$ cat config.mk
export PLATFORM = sky130hd
export DESIGN_NAME = bmp24_stream_decoder_core
export DESIGN_NICKNAME = d
export VERILOG_FILES = /design/src/design/bmp24sd_pkg.sv /design/src/design/bmp24_stream_decoder_core.sv /design/src/design/bmp24sd_parser.sv /design/src/design/bmp24sd_out_reg.sv
export SDC_FILE = /design/constraint.sdc
export NUM_CORES = 1
export LEC_CHECK = 0
export ABC_AREA = 1
export ABC_CLOCK_PERIOD_IN_PS = 3800
export BUFFER_PORTS_ARGS = -buffer_cell sky130_fd_sc_hd__buf_2
export CORE_ASPECT_RATIO = 1.1
export CORE_MARGIN = 3
export CORE_UTILIZATION = 56
export DETAILED_ROUTE_END_ITERATION = 6
export GPL_TIMING_DRIVEN = 0
export PLACE_DENSITY = 0.81
export RECOVER_POWER = 50
export SYNTH_ARGS = -nofsm -noshare
export SYNTH_HDL_FRONTEND = slang
export SYNTH_SLANG_ARGS = --single-unit
$ cat constraint.sdc
create_clock -name i_clk -period 3.8 [get_ports i_clk]
set_input_delay 0.38 -clock i_clk [delete_from_list [all_inputs] [get_ports i_clk]]
set_output_delay 0.38 -clock i_clk [all_outputs]
set_load 0.02 [all_outputs]
$ cat src/design/bmp24sd_pkg.sv
// Shared types, constants and the header field check for the BMP24 stream decoder.
// No dependencies; imported by every module of the decoder.
`timescale 1ns / 1ps
`default_nettype none

package bmp24sd_pkg;

    localparam int MAX_WIDTH  = 4096;
    localparam int MAX_HEIGHT = 4096;

    // Dimension registers hold the maximum itself
    localparam int W_DIM = $clog2(MAX_WIDTH + 1);
    localparam int H_DIM = $clog2(MAX_HEIGHT + 1);

    localparam int COORD_W = 12;
    localparam int IDX_W   = 6;

    // Header byte index at which each checked field is complete
    localparam logic [IDX_W-1:0] IDX_SIGNATURE   = 6'd1;
    localparam logic [IDX_W-1:0] IDX_INFO_LEN    = 6'd17;
    localparam logic [IDX_W-1:0] IDX_WIDTH       = 6'd21;
    localparam logic [IDX_W-1:0] IDX_HEIGHT      = 6'd25;
    localparam logic [IDX_W-1:0] IDX_PLANES      = 6'd27;
    localparam logic [IDX_W-1:0] IDX_BPP         = 6'd29;
    localparam logic [IDX_W-1:0] IDX_COMPRESSION = 6'd33;
    localparam logic [IDX_W-1:0] IDX_COLORS_USED = 6'd49;
    localparam logic [IDX_W-1:0] IDX_HDR_LAST    = 6'd53;

    localparam logic [15:0] SIGNATURE_BM = 16'h4d42;
    localparam logic [31:0] HDR_INFO_LEN = 32'd40;
    localparam logic [15:0] NUM_PLANES   = 16'd1;
    localparam logic [15:0] BITS_PER_PX  = 16'd24;

    localparam logic KIND_PIXEL = 1'b0;
    localparam logic KIND_ERROR = 1'b1;

    typedef enum logic [1:0] {
        MODE_IDLE,
        MODE_HEADER,
        MODE_PIXELS,
        MODE_DONE
    } t_mode;

    typedef struct packed {
        logic               kind;
        logic [COORD_W-1:0] pixel_x;
        logic [COORD_W-1:0] pixel_y;
        logic [7:0]         red;
        logic [7:0]         green;
        logic [7:0]         blue;
        logic               last;
    } t_result;

    // v holds the last four header bytes, newest in the top byte
    function automatic logic field_ok(input logic [IDX_W-1:0] idx, input logic [31:0] v);
        logic ok;
        ok = 1'b1;
        case (idx)
            IDX_SIGNATURE:   ok = (v[31:16] == SIGNATURE_BM);
            IDX_INFO_LEN:    ok = (v == HDR_INFO_LEN);
            IDX_WIDTH:       ok = !v[31] && (v != 32'd0) && (v <= 32'(MAX_WIDTH));
            IDX_HEIGHT:      ok = !v[31] && (v != 32'd0) && (v <= 32'(MAX_HEIGHT));
            IDX_PLANES:      ok = (v[31:16] == NUM_PLANES);
            IDX_BPP:         ok = (v[31:16] == BITS_PER_PX);
            IDX_COMPRESSION: ok = (v == 32'd0);
            IDX_COLORS_USED: ok = (v == 32'd0);
            default:         ok = 1'b1;
        endcase
        return ok;
    endfunction

endpackage

`default_nettype wire

$ cat src/design/bmp24_stream_decoder_core.sv
// An accepted byte is held in the input register; its result, if any, is then loaded into the result register.
// Throughput: one byte per cycle while the result register is not stalled, set by the single parser update per byte.
// Reset (synchronous, active low) empties both registers and leaves the parser
// idle, ignoring bytes until one arrives with the start flag.
// Top level of the BMP24 stream decoder: input register, parser, result register.
// Depends on bmp24sd_pkg, bmp24sd_parser and bmp24sd_out_reg.
`timescale 1ns / 1ps
`default_nettype none

module bmp24_stream_decoder_core (
    input  wire         i_clk,
    input  wire         i_rst_n,
    input  wire         i_s_tvalid,
    output logic        o_s_tready,
    input  wire  [7:0]  i_s_tdata,   // [7:0] data_byte
    input  wire         i_s_tuser,   // [0] start_of_file
    output logic        o_m_tvalid,
    input  wire         i_m_tready,
    output logic [47:0] o_m_tdata,   // [11:0] pixel_x, [23:12] pixel_y, [31:24] red,
                                     // [39:32] green, [47:40] blue
    output logic        o_m_tuser,   // [0] kind
    output logic        o_m_tlast    // last
);
    import bmp24sd_pkg::*;

    logic       r_in_valid;
    logic [7:0] r_in_byte;
    logic       r_in_sof;
    logic       out_free;
    logic       consume;
    logic       in_xfer;
    logic       res_valid;
    t_result    res;
    t_result    out_res;

    assign out_free   = !o_m_tvalid || i_m_tready;
    assign consume    = r_in_valid && out_free;
    assign o_s_tready = !r_in_valid || out_free;
    assign in_xfer    = i_s_tvalid && o_s_tready;

    always_ff @(posedge i_clk) begin
        if (!i_rst_n) begin
            r_in_valid <= 1'b0;
        end else if (in_xfer) begin
            r_in_valid <= 1'b1;
        end else if (consume) begin
            r_in_valid <= 1'b0;
        end
    end

    always_ff @(posedge i_clk) begin
        if (in_xfer) begin
            r_in_byte <= i_s_tdata;
            r_in_sof  <= i_s_tuser;
        end
    end

    bmp24sd_parser u_parser (
        .i_clk       (i_clk),
        .i_rst_n     (i_rst_n),
        .i_en        (consume),
        .i_byte      (r_in_byte),
        .i_sof       (r_in_sof),
        .o_res_valid (res_valid),
        .o_res       (res)
    );

    bmp24sd_out_reg u_out_reg (
        .i_clk   (i_clk),
        .i_rst_n (i_rst_n),
        .i_load  (consume && res_valid),
        .i_res   (res),
        .i_ready (i_m_tready),
        .o_valid (o_m_tvalid),
        .o_res   (out_res)
    );

    assign o_m_tdata = {out_res.blue, out_res.green, out_res.red,
                        out_res.pixel_y, out_res.pixel_x};
    assign o_m_tuser = out_res.kind;
    assign o_m_tlast = out_res.last;

endmodule

`default_nettype wire

$ cat src/design/bmp24sd_parser.sv
// Header parse and check plus pixel assembly: one byte per enable.
// Depends on bmp24sd_pkg.
`timescale 1ns / 1ps
`default_nettype none

module bmp24sd_parser (
    input  wire                   i_clk,
    input  wire                   i_rst_n,
    input  wire                   i_en,
    input  wire [7:0]             i_byte,
    input  wire                   i_sof,
    output logic                  o_res_valid,
    output bmp24sd_pkg::t_result  o_res
);
    import bmp24sd_pkg::*;

    t_mode            r_mode, n_mode, e_mode;
    logic [IDX_W-1:0] r_idx, n_idx, e_idx;
    logic [31:0]      r_asm, n_asm, e_asm;
    logic             r_hvalid, n_hvalid, e_hvalid;
    logic [W_DIM-1:0] r_width, n_width, e_width;
    logic [H_DIM-1:0] r_height, n_height, e_height;
    logic [W_DIM-1:0] r_col, n_col, e_col;
    logic [H_DIM-1:0] r_row, n_row, e_row;
    logic [1:0]       r_comp, n_comp, e_comp;
    logic [1:0]       r_pad, n_pad, e_pad;
    logic [7:0]       r_blue, n_blue, e_blue;
    logic [7:0]       r_green, n_green, e_green;

    logic [31:0]      asm_shift;
    logic             fld_ok;
    logic             hdr_done;
    logic [W_DIM-1:0] col_inc;
    logic [H_DIM-1:0] row_inc;
    logic [H_DIM-1:0] y_full;
    logic             row_end;
    logic             img_end;
    logic             px_emit;

    // A start restarts parsing before this byte is taken
    always_comb begin
        e_mode   = r_mode;
        e_idx    = r_idx;
        e_asm    = r_asm;
        e_hvalid = r_hvalid;
        e_width  = r_width;
        e_height = r_height;
        e_col    = r_col;
        e_row    = r_row;
        e_comp   = r_comp;
        e_pad    = r_pad;
        e_blue   = r_blue;
        e_green  = r_green;
        if (i_sof) begin
            e_mode   = MODE_HEADER;
            e_idx    = '0;
            e_asm    = '0;
            e_hvalid = 1'b1;
            e_width  = '0;
            e_height = '0;
            e_col    = '0;
            e_row    = '0;
            e_comp   = '0;
            e_pad    = '0;
            e_blue   = '0;
            e_green  = '0;
        end
    end

    assign asm_shift = {i_byte, e_asm[31:8]};
    assign fld_ok    = field_ok(e_idx, asm_shift);
    assign hdr_done  = (e_idx >= IDX_HDR_LAST);
    assign col_inc   = e_col + 1'b1;
    assign row_inc   = e_row + 1'b1;
    assign y_full    = e_height - 1'b1 - e_row;
    assign row_end   = (col_inc >= e_width);
    assign img_end   = row_end && (row_inc >= e_height);
    assign px_emit   = (e_mode == MODE_PIXELS) && (e_pad == 2'd0) && (e_comp == 2'd2);

    // Next state
    always_comb begin
        n_mode = e_mode;
        unique case (e_mode)
            MODE_IDLE:   n_mode = MODE_IDLE;
            MODE_HEADER: begin
                if (hdr_done) begin
                    n_mode = (e_hvalid && fld_ok) ? MODE_PIXELS : MODE_DONE;
                end
            end
            MODE_PIXELS: begin
                if (px_emit && img_end) begin
                    n_mode = MODE_DONE;
                end
            end
            MODE_DONE:   n_mode = MODE_DONE;
            default:     n_mode = MODE_IDLE;
        endcase
    end

    // Datapath and result
    always_comb begin
        n_idx    = e_idx;
        n_asm    = e_asm;
        n_hvalid = e_hvalid;
        n_width  = e_width;
        n_height = e_height;
        n_col    = e_col;
        n_row    = e_row;
        n_comp   = e_comp;
        n_pad    = e_pad;
        n_blue   = e_blue;
        n_green  = e_green;
        o_res_valid   = 1'b0;
        o_res.kind    = KIND_PIXEL;
        o_res.pixel_x = COORD_W'(e_col);
        o_res.pixel_y = COORD_W'(y_full);
        o_res.red     = i_byte;
        o_res.green   = e_green;
        o_res.blue    = e_blue;
        o_res.last    = 1'b0;
        unique case (e_mode)
            MODE_HEADER: begin
                n_asm    = asm_shift;
                n_hvalid = e_hvalid && fld_ok;
                if (fld_ok && (e_idx == IDX_WIDTH)) begin
                    n_width = W_DIM'(asm_shift);
                end
                if (fld_ok && (e_idx == IDX_HEIGHT)) begin
                    n_height = H_DIM'(asm_shift);
                end
                if (hdr_done) begin
                    if (!(e_hvalid && fld_ok)) begin
                        o_res_valid   = 1'b1;
                        o_res         = '0;
                        o_res.kind    = KIND_ERROR;
                        o_res.last    = 1'b1;
                    end
                end else begin
                    n_idx = e_idx + 1'b1;
                end
            end
            MODE_PIXELS: begin
                if (e_pad != 2'd0) begin
                    n_pad = e_pad - 1'b1;
                end else if (e_comp == 2'd0) begin
                    n_blue = i_byte;
                    n_comp = 2'd1;
                end else if (e_comp == 2'd1) begin
                    n_green = i_byte;
                    n_comp  = 2'd2;
                end else begin
                    n_comp      = 2'd0;
                    o_res_valid = 1'b1;
                    o_res.last  = img_end;
                    n_col       = row_end ? '0 : col_inc;
                    if (row_end && !img_end) begin
                        n_row = row_inc;
                        // 3*width bytes per row: pad count equals width mod 4
                        n_pad = e_width[1:0];
                    end
                end
            end
            default: begin
            end
        endcase
    end

    always_ff @(posedge i_clk) begin
        if (!i_rst_n) begin
            r_mode   <= MODE_IDLE;
            r_idx    <= '0;
            r_asm    <= '0;
            r_hvalid <= 1'b1;
            r_width  <= '0;
            r_height <= '0;
            r_col    <= '0;
            r_row    <= '0;
            r_comp   <= '0;
            r_pad    <= '0;
            r_blue   <= '0;
            r_green  <= '0;
        end else if (i_en) begin
            r_mode   <= n_mode;
            r_idx    <= n_idx;
            r_asm    <= n_asm;
            r_hvalid <= n_hvalid;
            r_width  <= n_width;
            r_height <= n_height;
            r_col    <= n_col;
            r_row    <= n_row;
            r_comp   <= n_comp;
            r_pad    <= n_pad;
            r_blue   <= n_blue;
            r_green  <= n_green;
        end
    end

endmodule

`default_nettype wire

$ cat src/design/bmp24sd_out_reg.sv
// Result register holding one decoded item until the downstream side takes it.
// Depends on bmp24sd_pkg.
`timescale 1ns / 1ps
`default_nettype none

module bmp24sd_out_reg (
    input  wire                   i_clk,
    input  wire                   i_rst_n,
    input  wire                   i_load,
    input  bmp24sd_pkg::t_result  i_res,
    input  wire                   i_ready,
    output logic                  o_valid,
    output bmp24sd_pkg::t_result  o_res
);
    import bmp24sd_pkg::*;

    logic    r_valid;
    t_result r_res;

    always_ff @(posedge i_clk) begin
        if (!i_rst_n) begin
            r_valid <= 1'b0;
        end else if (i_load) begin
            r_valid <= 1'b1;
        end else if (i_ready) begin
            r_valid <= 1'b0;
        end
    end

    always_ff @(posedge i_clk) begin
        if (i_load) begin
            r_res <= i_res;
        end
    end

    assign o_valid = r_valid;
    assign o_res   = r_res;

endmodule

`default_nettype wire

==> flow_metrics.py, run 1 <==
metrics = {
    "yosys": {
        "yosysTopAreaCell": "dfxtp_1",
        "ys_seq_area_share_pct": 39.7,
        "yosysTopAreaCellShare_pct": 21.7,
        "synth_nets": 1464,
        "netlist-cell-type-count": 42,
        "netlist_instances": 1407,
        "synth.area.top_cells": "dfxtp_1 (22%), edfxtp_1 (18%), nand2_1 (12%), a21oi_1 (9.2%), inv_1 (7.8%)",
        "synthesis.area_um2": 9870,
        "synth_warnings": 0,
        "synth-seq-cells": 166,
        "synth.avg_cell_area_um2": 7.01,
    },
    "timing": {
        "hold_violations": 0,
        "slew_headroom_pct": 47.2,
        "period_share_pct": 114,
        "maxSlewViolCount": 0,
        "worst_slew_pin_slew_ns": 0.792,
        "clock_skew_ns": 0.0115,
        "fmax_mhz": 231,
        "setup_slack_ns": -0.523,
        "setup_viol": 66,
        "fin_crit_ns": 4.32,
        "rsz0062_at_grt": "yes",
    },
    "power": {
        "leakage_nw": 5.19,
        "clkPwrFrac_pct": 41.6,
        "seq_power_share_pct": 45.0,
        "irDropWorstVdd_mv": 0.336,
        "powerDensity_nw_per_um2": 358,
        "p_comb_share_pct": 13.4,
        "power.internal_mw": 3.05,
        "switching_power_mw": 1.21,
        "swShare_pct": 28.5,
    },
    "hold_path": {
        "min_path_type": "primary input to flip-flop",
    },
    "setup_path": {
        "cpMostUsedCell": "nor2_4",
        "cp-start-kind": "flip-flop",
        "path_class": "flip-flop to flip-flop",
        "crit_buf_inv": 4,
        "path_max_fanout": 6,
        "slowest_delay_ns": 0.45,
        "crit_chain": "buf_6, clkbuf_16, buf_12, nor2_4, ha_4, nand2_4, nor2_4, nand3_2, nor3_4, xor2_2, ha_1, a21oi_1, o21ai_0, a21oi_2, nand3b_1, nor2_4, nand4_1, buf_6, nor2_4, nor2_2, nand2_1, a21oi_1",
        "crit_family": "simple AND/OR/NAND/NOR gates",
        "arrival_ns": 4.62,
        "worst_setup_path_end_kind": "flip-flop",
        "required_ns": 4.10,
        "cpMaxStageDelayCell": "edfxtp_1",
    },
    "run_status": {
        "status": "finished with violations",
        "failed_checks": "negative setup slack",
    },
    "placement": {
        "gp_congestion": 0.947,
        "io_buffer_count": 64,
        "dp_hpwl_um": 20500,
        "placed_area_um2": 10500,
        "place_ws_ns": -1.30,
    },
    "routing": {
        "drt-total-wl_um": 32100,
        "ant_nets": 0,
        "via_count": 10700,
        "drtIter0Drc": 1519,
        "wl_per_cell_um": 18.1,
        "drcViolationCount": 0,
        "drt-pass1-iter-count": 6,
        "vias_per_cell": 6.05,
    },
    "global_routing": {
        "overflow": 0,
        "grt.busiest_layer": "met2",
        "antenna_found_initial": 0,
        "grt_start_max_net_pins": 20,
        "gr-usage-met1_pct": 38.6,
        "grt_usage_pct": 30.3,
        "use_met2_pct": 48.5,
        "grt_first_pass_wirelength_um": 47400,
        "gr-usage-met3_pct": 6.10,
        "grt_pass1_vias": 9646,
    },
    "cells_and_area": {
        "fin_area_um2": 11900,
        "syn_to_final_growth_pct": 20.8,
        "nets": 1584,
        "drive_gt1_share_pct": 13.1,
        "n_antenna_cell": 0,
    },
    "floorplanning": {
        "ios": 65,
        "core_um2": 17100,
        "row_count": 50,
        "die_x_um": 133,
        "die_area_um2": 19300,
        "initial_core_util_pct": 57.6,
        "die_y_um": 145,
    },
    "clocking": {
        "cts_tree": "done",
        "cts_root_buf": "clkbuf_16",
        "htree_levels": 4,
        "clock_latency_ns": 0.45,
        "clock-sinks": 166,
        "clk_path_buf_depth": 2,
        "path_clk_slew_ns": 0.07,
        "cts_buffers": 17,
    },
    "run": {
        "cap_violations": 0,
    },
}
-- power groups by stage --
stage	Clock, mW	Sequential [mW]	Combinational, mW
2_1_floorplan	0	1.95	0.328
3_3_place_gp	0	1.96	0.449
3_5_place_dp	0	1.96	0.459
4_1_cts	1.77	1.92	0.511
5_1_grt	1.85	1.93	0.615
6_report	1.77	1.92	0.571
-- final timing paths --
path	from	endpoint	slack, ns	depth (start not counted)
max reg2reg	r_in_sof$_DFFE_PP_	u_parser.r_row[1]$_SDFFE_PN0P_	-0.52	22
min	i_s_tdata[0]	r_in_byte[0]$_DFFE_PP_	0.11	1
max	r_in_sof$_DFFE_PP_	u_parser.r_row[1]$_SDFFE_PN0P_	-0.52	22
min reg2reg	u_parser.r_col[5]$_SDFFE_PN0P_	u_parser.r_col[5]$_SDFFE_PN0P_	0.47	2
-- synth_stat cells, drive strengths merged --
cell type,number
o21a,1
ha,43
o211ai,6
o2111ai,1
o21bai,2
xnor2,1
nor2,157
nor3,20
nand4,19
a31oi,1
a21boi,1
dfxtp,107
o21ai,92
nand2,327
edfxtp,59
a21oi,181
or2,1
a221oi,8
clkbuf,37
nand3b,2
nor4,1
a21o,1
and3,1
buf,25
xor2,18
inv,208
clkinv,2
o221ai,16
o22ai,5
nand3,63
fa,1
-- cell families after synthesis --
family          count (synthesis)  synth area share (%)
simple gates                  591                  24.9
flops                         166                  39.7
buf+inv                       272                  10.8
xor+xnor                       19                  1.69
compound gates                315                  17.3
fa+ha+maj                      44                  5.65
-- state kept, by name, indices dropped and copies added (netlist names), 2 cells and up --
name / count
u_parser.r_asm: 24
u_parser.r_col: 13
u_parser.r_idx: 6
u_parser.r_row: 13
u_parser.r_green: 8
u_out_reg.o_res: 50
u_parser.r_comp: 2
u_parser.r_blue: 8
r_in_byte: 8
u_parser.r_pad: 2
u_parser.r_mode: 2
u_parser.r_height: 13
u_parser.r_width: 13
-- stage by stage --
step	power (mW)	TNS [ns]	hold WS, ns	util, %	instances
6_report	4.26	-14.44	0.105	69.5	1774
3_3_place_gp	2.41	-80.67	0.452	61.2	1705
2_1_floorplan	2.28	0	0.443	-	1407
4_1_cts	4.20	-0.169	0.0980	67.1	1759
3_5_place_dp	2.42	-86.98	0.457	61.2	1705
5_1_grt	4.39	-16.63	0.0925	69.5	1774
-- placed cells by master, fill, tap and decap left out, drive strengths merged, types with 16 or more instances in the layout --
cell type    n
dfxtp      107
nor3        20
nand2      327
xor2        18
a21oi      181
nor2       157
o21ai       92
ha          43
clkbuf     110
edfxtp      59
o221ai      16
buf         68
nand3       63
nand4       19
inv        214
-- layout make-up --
cell class                 instances  area (um^2)
inverter                         210          806
timing repair inverter             5         35.0
timing repair buffer             100          591
multi-input combinational        969         5370
buffer                            58          315
clock inverter                    12          131
tap                              234          293
fill                            1357         5220
clock buffer                      20          467
sequential                       166         3910
-- per-layer routing --
metal,share of wire (%),up-vias
li1,-,4866
met3,11,215
met5,0,-
met2,45,780
met4,6.8,0
met1,37,4874
-- timing repair --
| action | CTS | global route |
|---|---|---|
| pin swaps | 14 | 34 |
| cloned | 3 | 3 |
| buffers inserted | 21 | 14 |
| resized for setup | 61 | 85 |
| hold buffers | 0 | 0 |
| setup endpoints to repair | 103 | 81 |
Note: power is estimated with default switching activity, not from simulation.
==> run 2: changes to the inputs <==
Settings changed: CAP_MARGIN from default to 20, SKIP_LAST_GASP from default to 1.
==> flow_metrics.py, run 2 (synthesized netlist as in run 1, its figures left out) <==
metrics = {
    "clocking": {
        "clk_path_buf_depth": 2,
        "htree_levels": 4,
        "cts_buffers": 17,
        "path_clk_slew_ns": 0.07,
        "cts_root_buf": "clkbuf_16",
        "clock_latency_ns": 0.45,
        "clock-sinks": 166,
        "cts_tree": "done",
    },
    "placement": {
        "io_buffer_count": 64,
        "dp_hpwl_um": 20500,
        "placed_area_um2": 10500,
        "gp_congestion": 0.947,
        "place_ws_ns": -1.30,
        "dp.cells": 1705,
    },
    "setup_path": {
        "worst_setup_path_end_kind": "flip-flop",
        "arrival_ns": 4.34,
        "cpMaxStageDelayCell": "edfxtp_1",
        "crit_chain": "buf_6, clkbuf_16, buf_12, nor2_4, ha_4, nand2_4, nor2_4, nand3_2, nor3_4, nand3_2, xor2_2, ha_4, a21oi_2, o21ai_1, a21oi_2, nand3b_1, nor2_4, nand4_1, buf_6, nor2_4, nor2_1, nand2_1, a21oi_1",
        "path_max_fanout": 6,
        "cpMostUsedCell": "nor2_4",
        "required_ns": 4.10,
        "slowest_delay_ns": 0.45,
        "path_class": "flip-flop to flip-flop",
        "cp-start-kind": "flip-flop",
    },
    "global_routing": {
        "grt_first_pass_wirelength_um": 47400,
        "grt_start_max_net_pins": 20,
        "overflow": 0,
        "grt_usage_pct": 30.3,
        "antenna_found_initial": 0,
        "grt_pass1_vias": 9617,
    },
    "power": {
        "irDropWorstVdd_mv": 0.344,
        "switching_power_mw": 1.21,
        "leakage_nw": 5.17,
        "seq_power_share_pct": 45.1,
        "clkPwrFrac_pct": 41.6,
        "power.internal_mw": 3.05,
        "p_comb_share_pct": 13.3,
        "swShare_pct": 28.4,
        "powerDensity_nw_per_um2": 359,
    },
    "floorplanning": {
        "core_um2": 17100,
        "ios": 65,
        "die_x_um": 133,
        "die_area_um2": 19300,
        "die_y_um": 145,
        "row_count": 50,
        "initial_core_util_pct": 57.6,
    },
    "hold_path": {
        "min_path_type": "primary input to flip-flop",
    },
    "cells_and_area": {
        "n_antenna_cell": 0,
        "syn_to_final_growth_pct": 20.2,
        "mostFrequentLayoutCells": "nand2_1 (310), inv_1 (198), a21oi_1 (173), nor2_1 (138), dfxtp_1 (107)",
        "drive_gt1_share_pct": 12.3,
        "final_common_cell": "nand2_1",
        "largest_reg_flops": 50,
        "nFillCells": 1381,
        "nets": 1583,
        "instances_no_fill": 1773,
        "fin_area_um2": 11900,
    },
    "run": {
        "cap_violations": 0,
    },
    "timing": {
        "clock_skew_ns": 0.0122,
        "hold_violations": 0,
        "rsz0062_at_grt": "yes",
        "setup_viol": 62,
        "fin_crit_ns": 4.03,
        "worst_slew_pin_slew_ns": 0.807,
        "setup_slack_ns": -0.231,
        "fmax_mhz": 248,
        "slew_headroom_pct": 46.0,
        "timing.hold.ws_ns": 0.104,
        "period_share_pct": 106,
        "maxSlewViolCount": 0,
    },
    "routing": {
        "ant_nets": 0,
        "vias_per_cell": 6.01,
        "drtIter0Drc": 1389,
        "drt-pass1-iter-count": 7,
        "via_count": 10700,
        "drt-total-wl_um": 31700,
        "drcViolationCount": 2,
        "wl_per_cell_um": 17.9,
    },
    "run_status": {
        "status": "finished with violations",
        "failed_checks": "design-rule violations, negative setup slack",
    },
}
==> run 2: layout make-up <==
class / count / area [um^2] / area share (%)
multi-input cells: 969 / 5330 / 44.9
plain buffers: 58 / 315 / 2.66
clock inverters: 12 / 131 / 1.11
flip-flops and latches: 166 / 3910 / 33.0
well taps: 234 / 293 / 2.47
repair buffers: 99 / 579 / 4.88
repair inverters: 5 / 35.0 / 0.295
clock buffers: 20 / 467 / 3.93
inverters: 210 / 806 / 6.79
==> run 2: repair_timing <==
item / CTS / global route
gates resized for setup: 59 / 76
setup buffers: 21 / 13
gates cloned: 3 / 3
setup endpoints to repair: 103 / 81
hold buffers: 0 / 0
pin swaps: 14 / 31
==> run 2: power groups by stage <==
stage	registers, mW	clock network [mW]	logic (mW)
6_report	1.92	1.77	0.568
3_3_place_gp	1.96	0	0.449
4_1_cts	1.92	1.77	0.511
3_5_place_dp	1.96	0	0.459
5_1_grt	1.93	1.85	0.613
2_1_floorplan	1.95	0	0.328
==> run 2: path summary, 6_finish.rpt <==
path / from / to / slack [ns] / depth (start not counted)
worst max register to register: r_in_sof$_DFFE_PP_ / u_parser.r_row[1]$_SDFFE_PN0P_ / -0.23 / 23
worst max-delay path: r_in_sof$_DFFE_PP_ / u_parser.r_row[1]$_SDFFE_PN0P_ / -0.23 / 23
worst min register to register: u_parser.r_col[1]$_SDFFE_PN0P_ / u_parser.r_col[1]$_SDFFE_PN0P_ / 0.47 / 2
worst min-delay path: i_s_tdata[0] / r_in_byte[0]$_DFFE_PP_ / 0.10 / 1
==> run 2: through the flow <==
| stage | TNS (ns) | utilization [%] | power (mW) |
|---|---|---|---|
| floorplan | 0 | - | 2.28 |
| global placement | -80.67 | 61.2 | 2.41 |
| detailed placement | -86.98 | 61.2 | 2.42 |
| CTS | -0.205 | 67.1 | 4.20 |
| global route | -14.55 | 69.2 | 4.39 |
| finish | -10.93 | 69.2 | 4.26 |
==> run 2: per-layer routing <==
metal  wire length [um]  global-route usage, %  vias to the layer above
li1                   -                      -                     4859
met1              11700                   38.7                     4815
met2              14400                   48.5                      771
met3               3480                   6.00                      205
met4               2040                   15.8                        0
met5                  0                      0                        -
==> run 2: critical path, delay by kind of cell (launching register included) <==
kind | cells | cell delay (ns)
buf+inv | 4 | 0.71
simple gates | 12 | 1.67
xor+xnor | 1 | 0.22
flops | 1 | 0.45
fa+ha+maj | 2 | 0.40
compound gates | 4 | 0.45
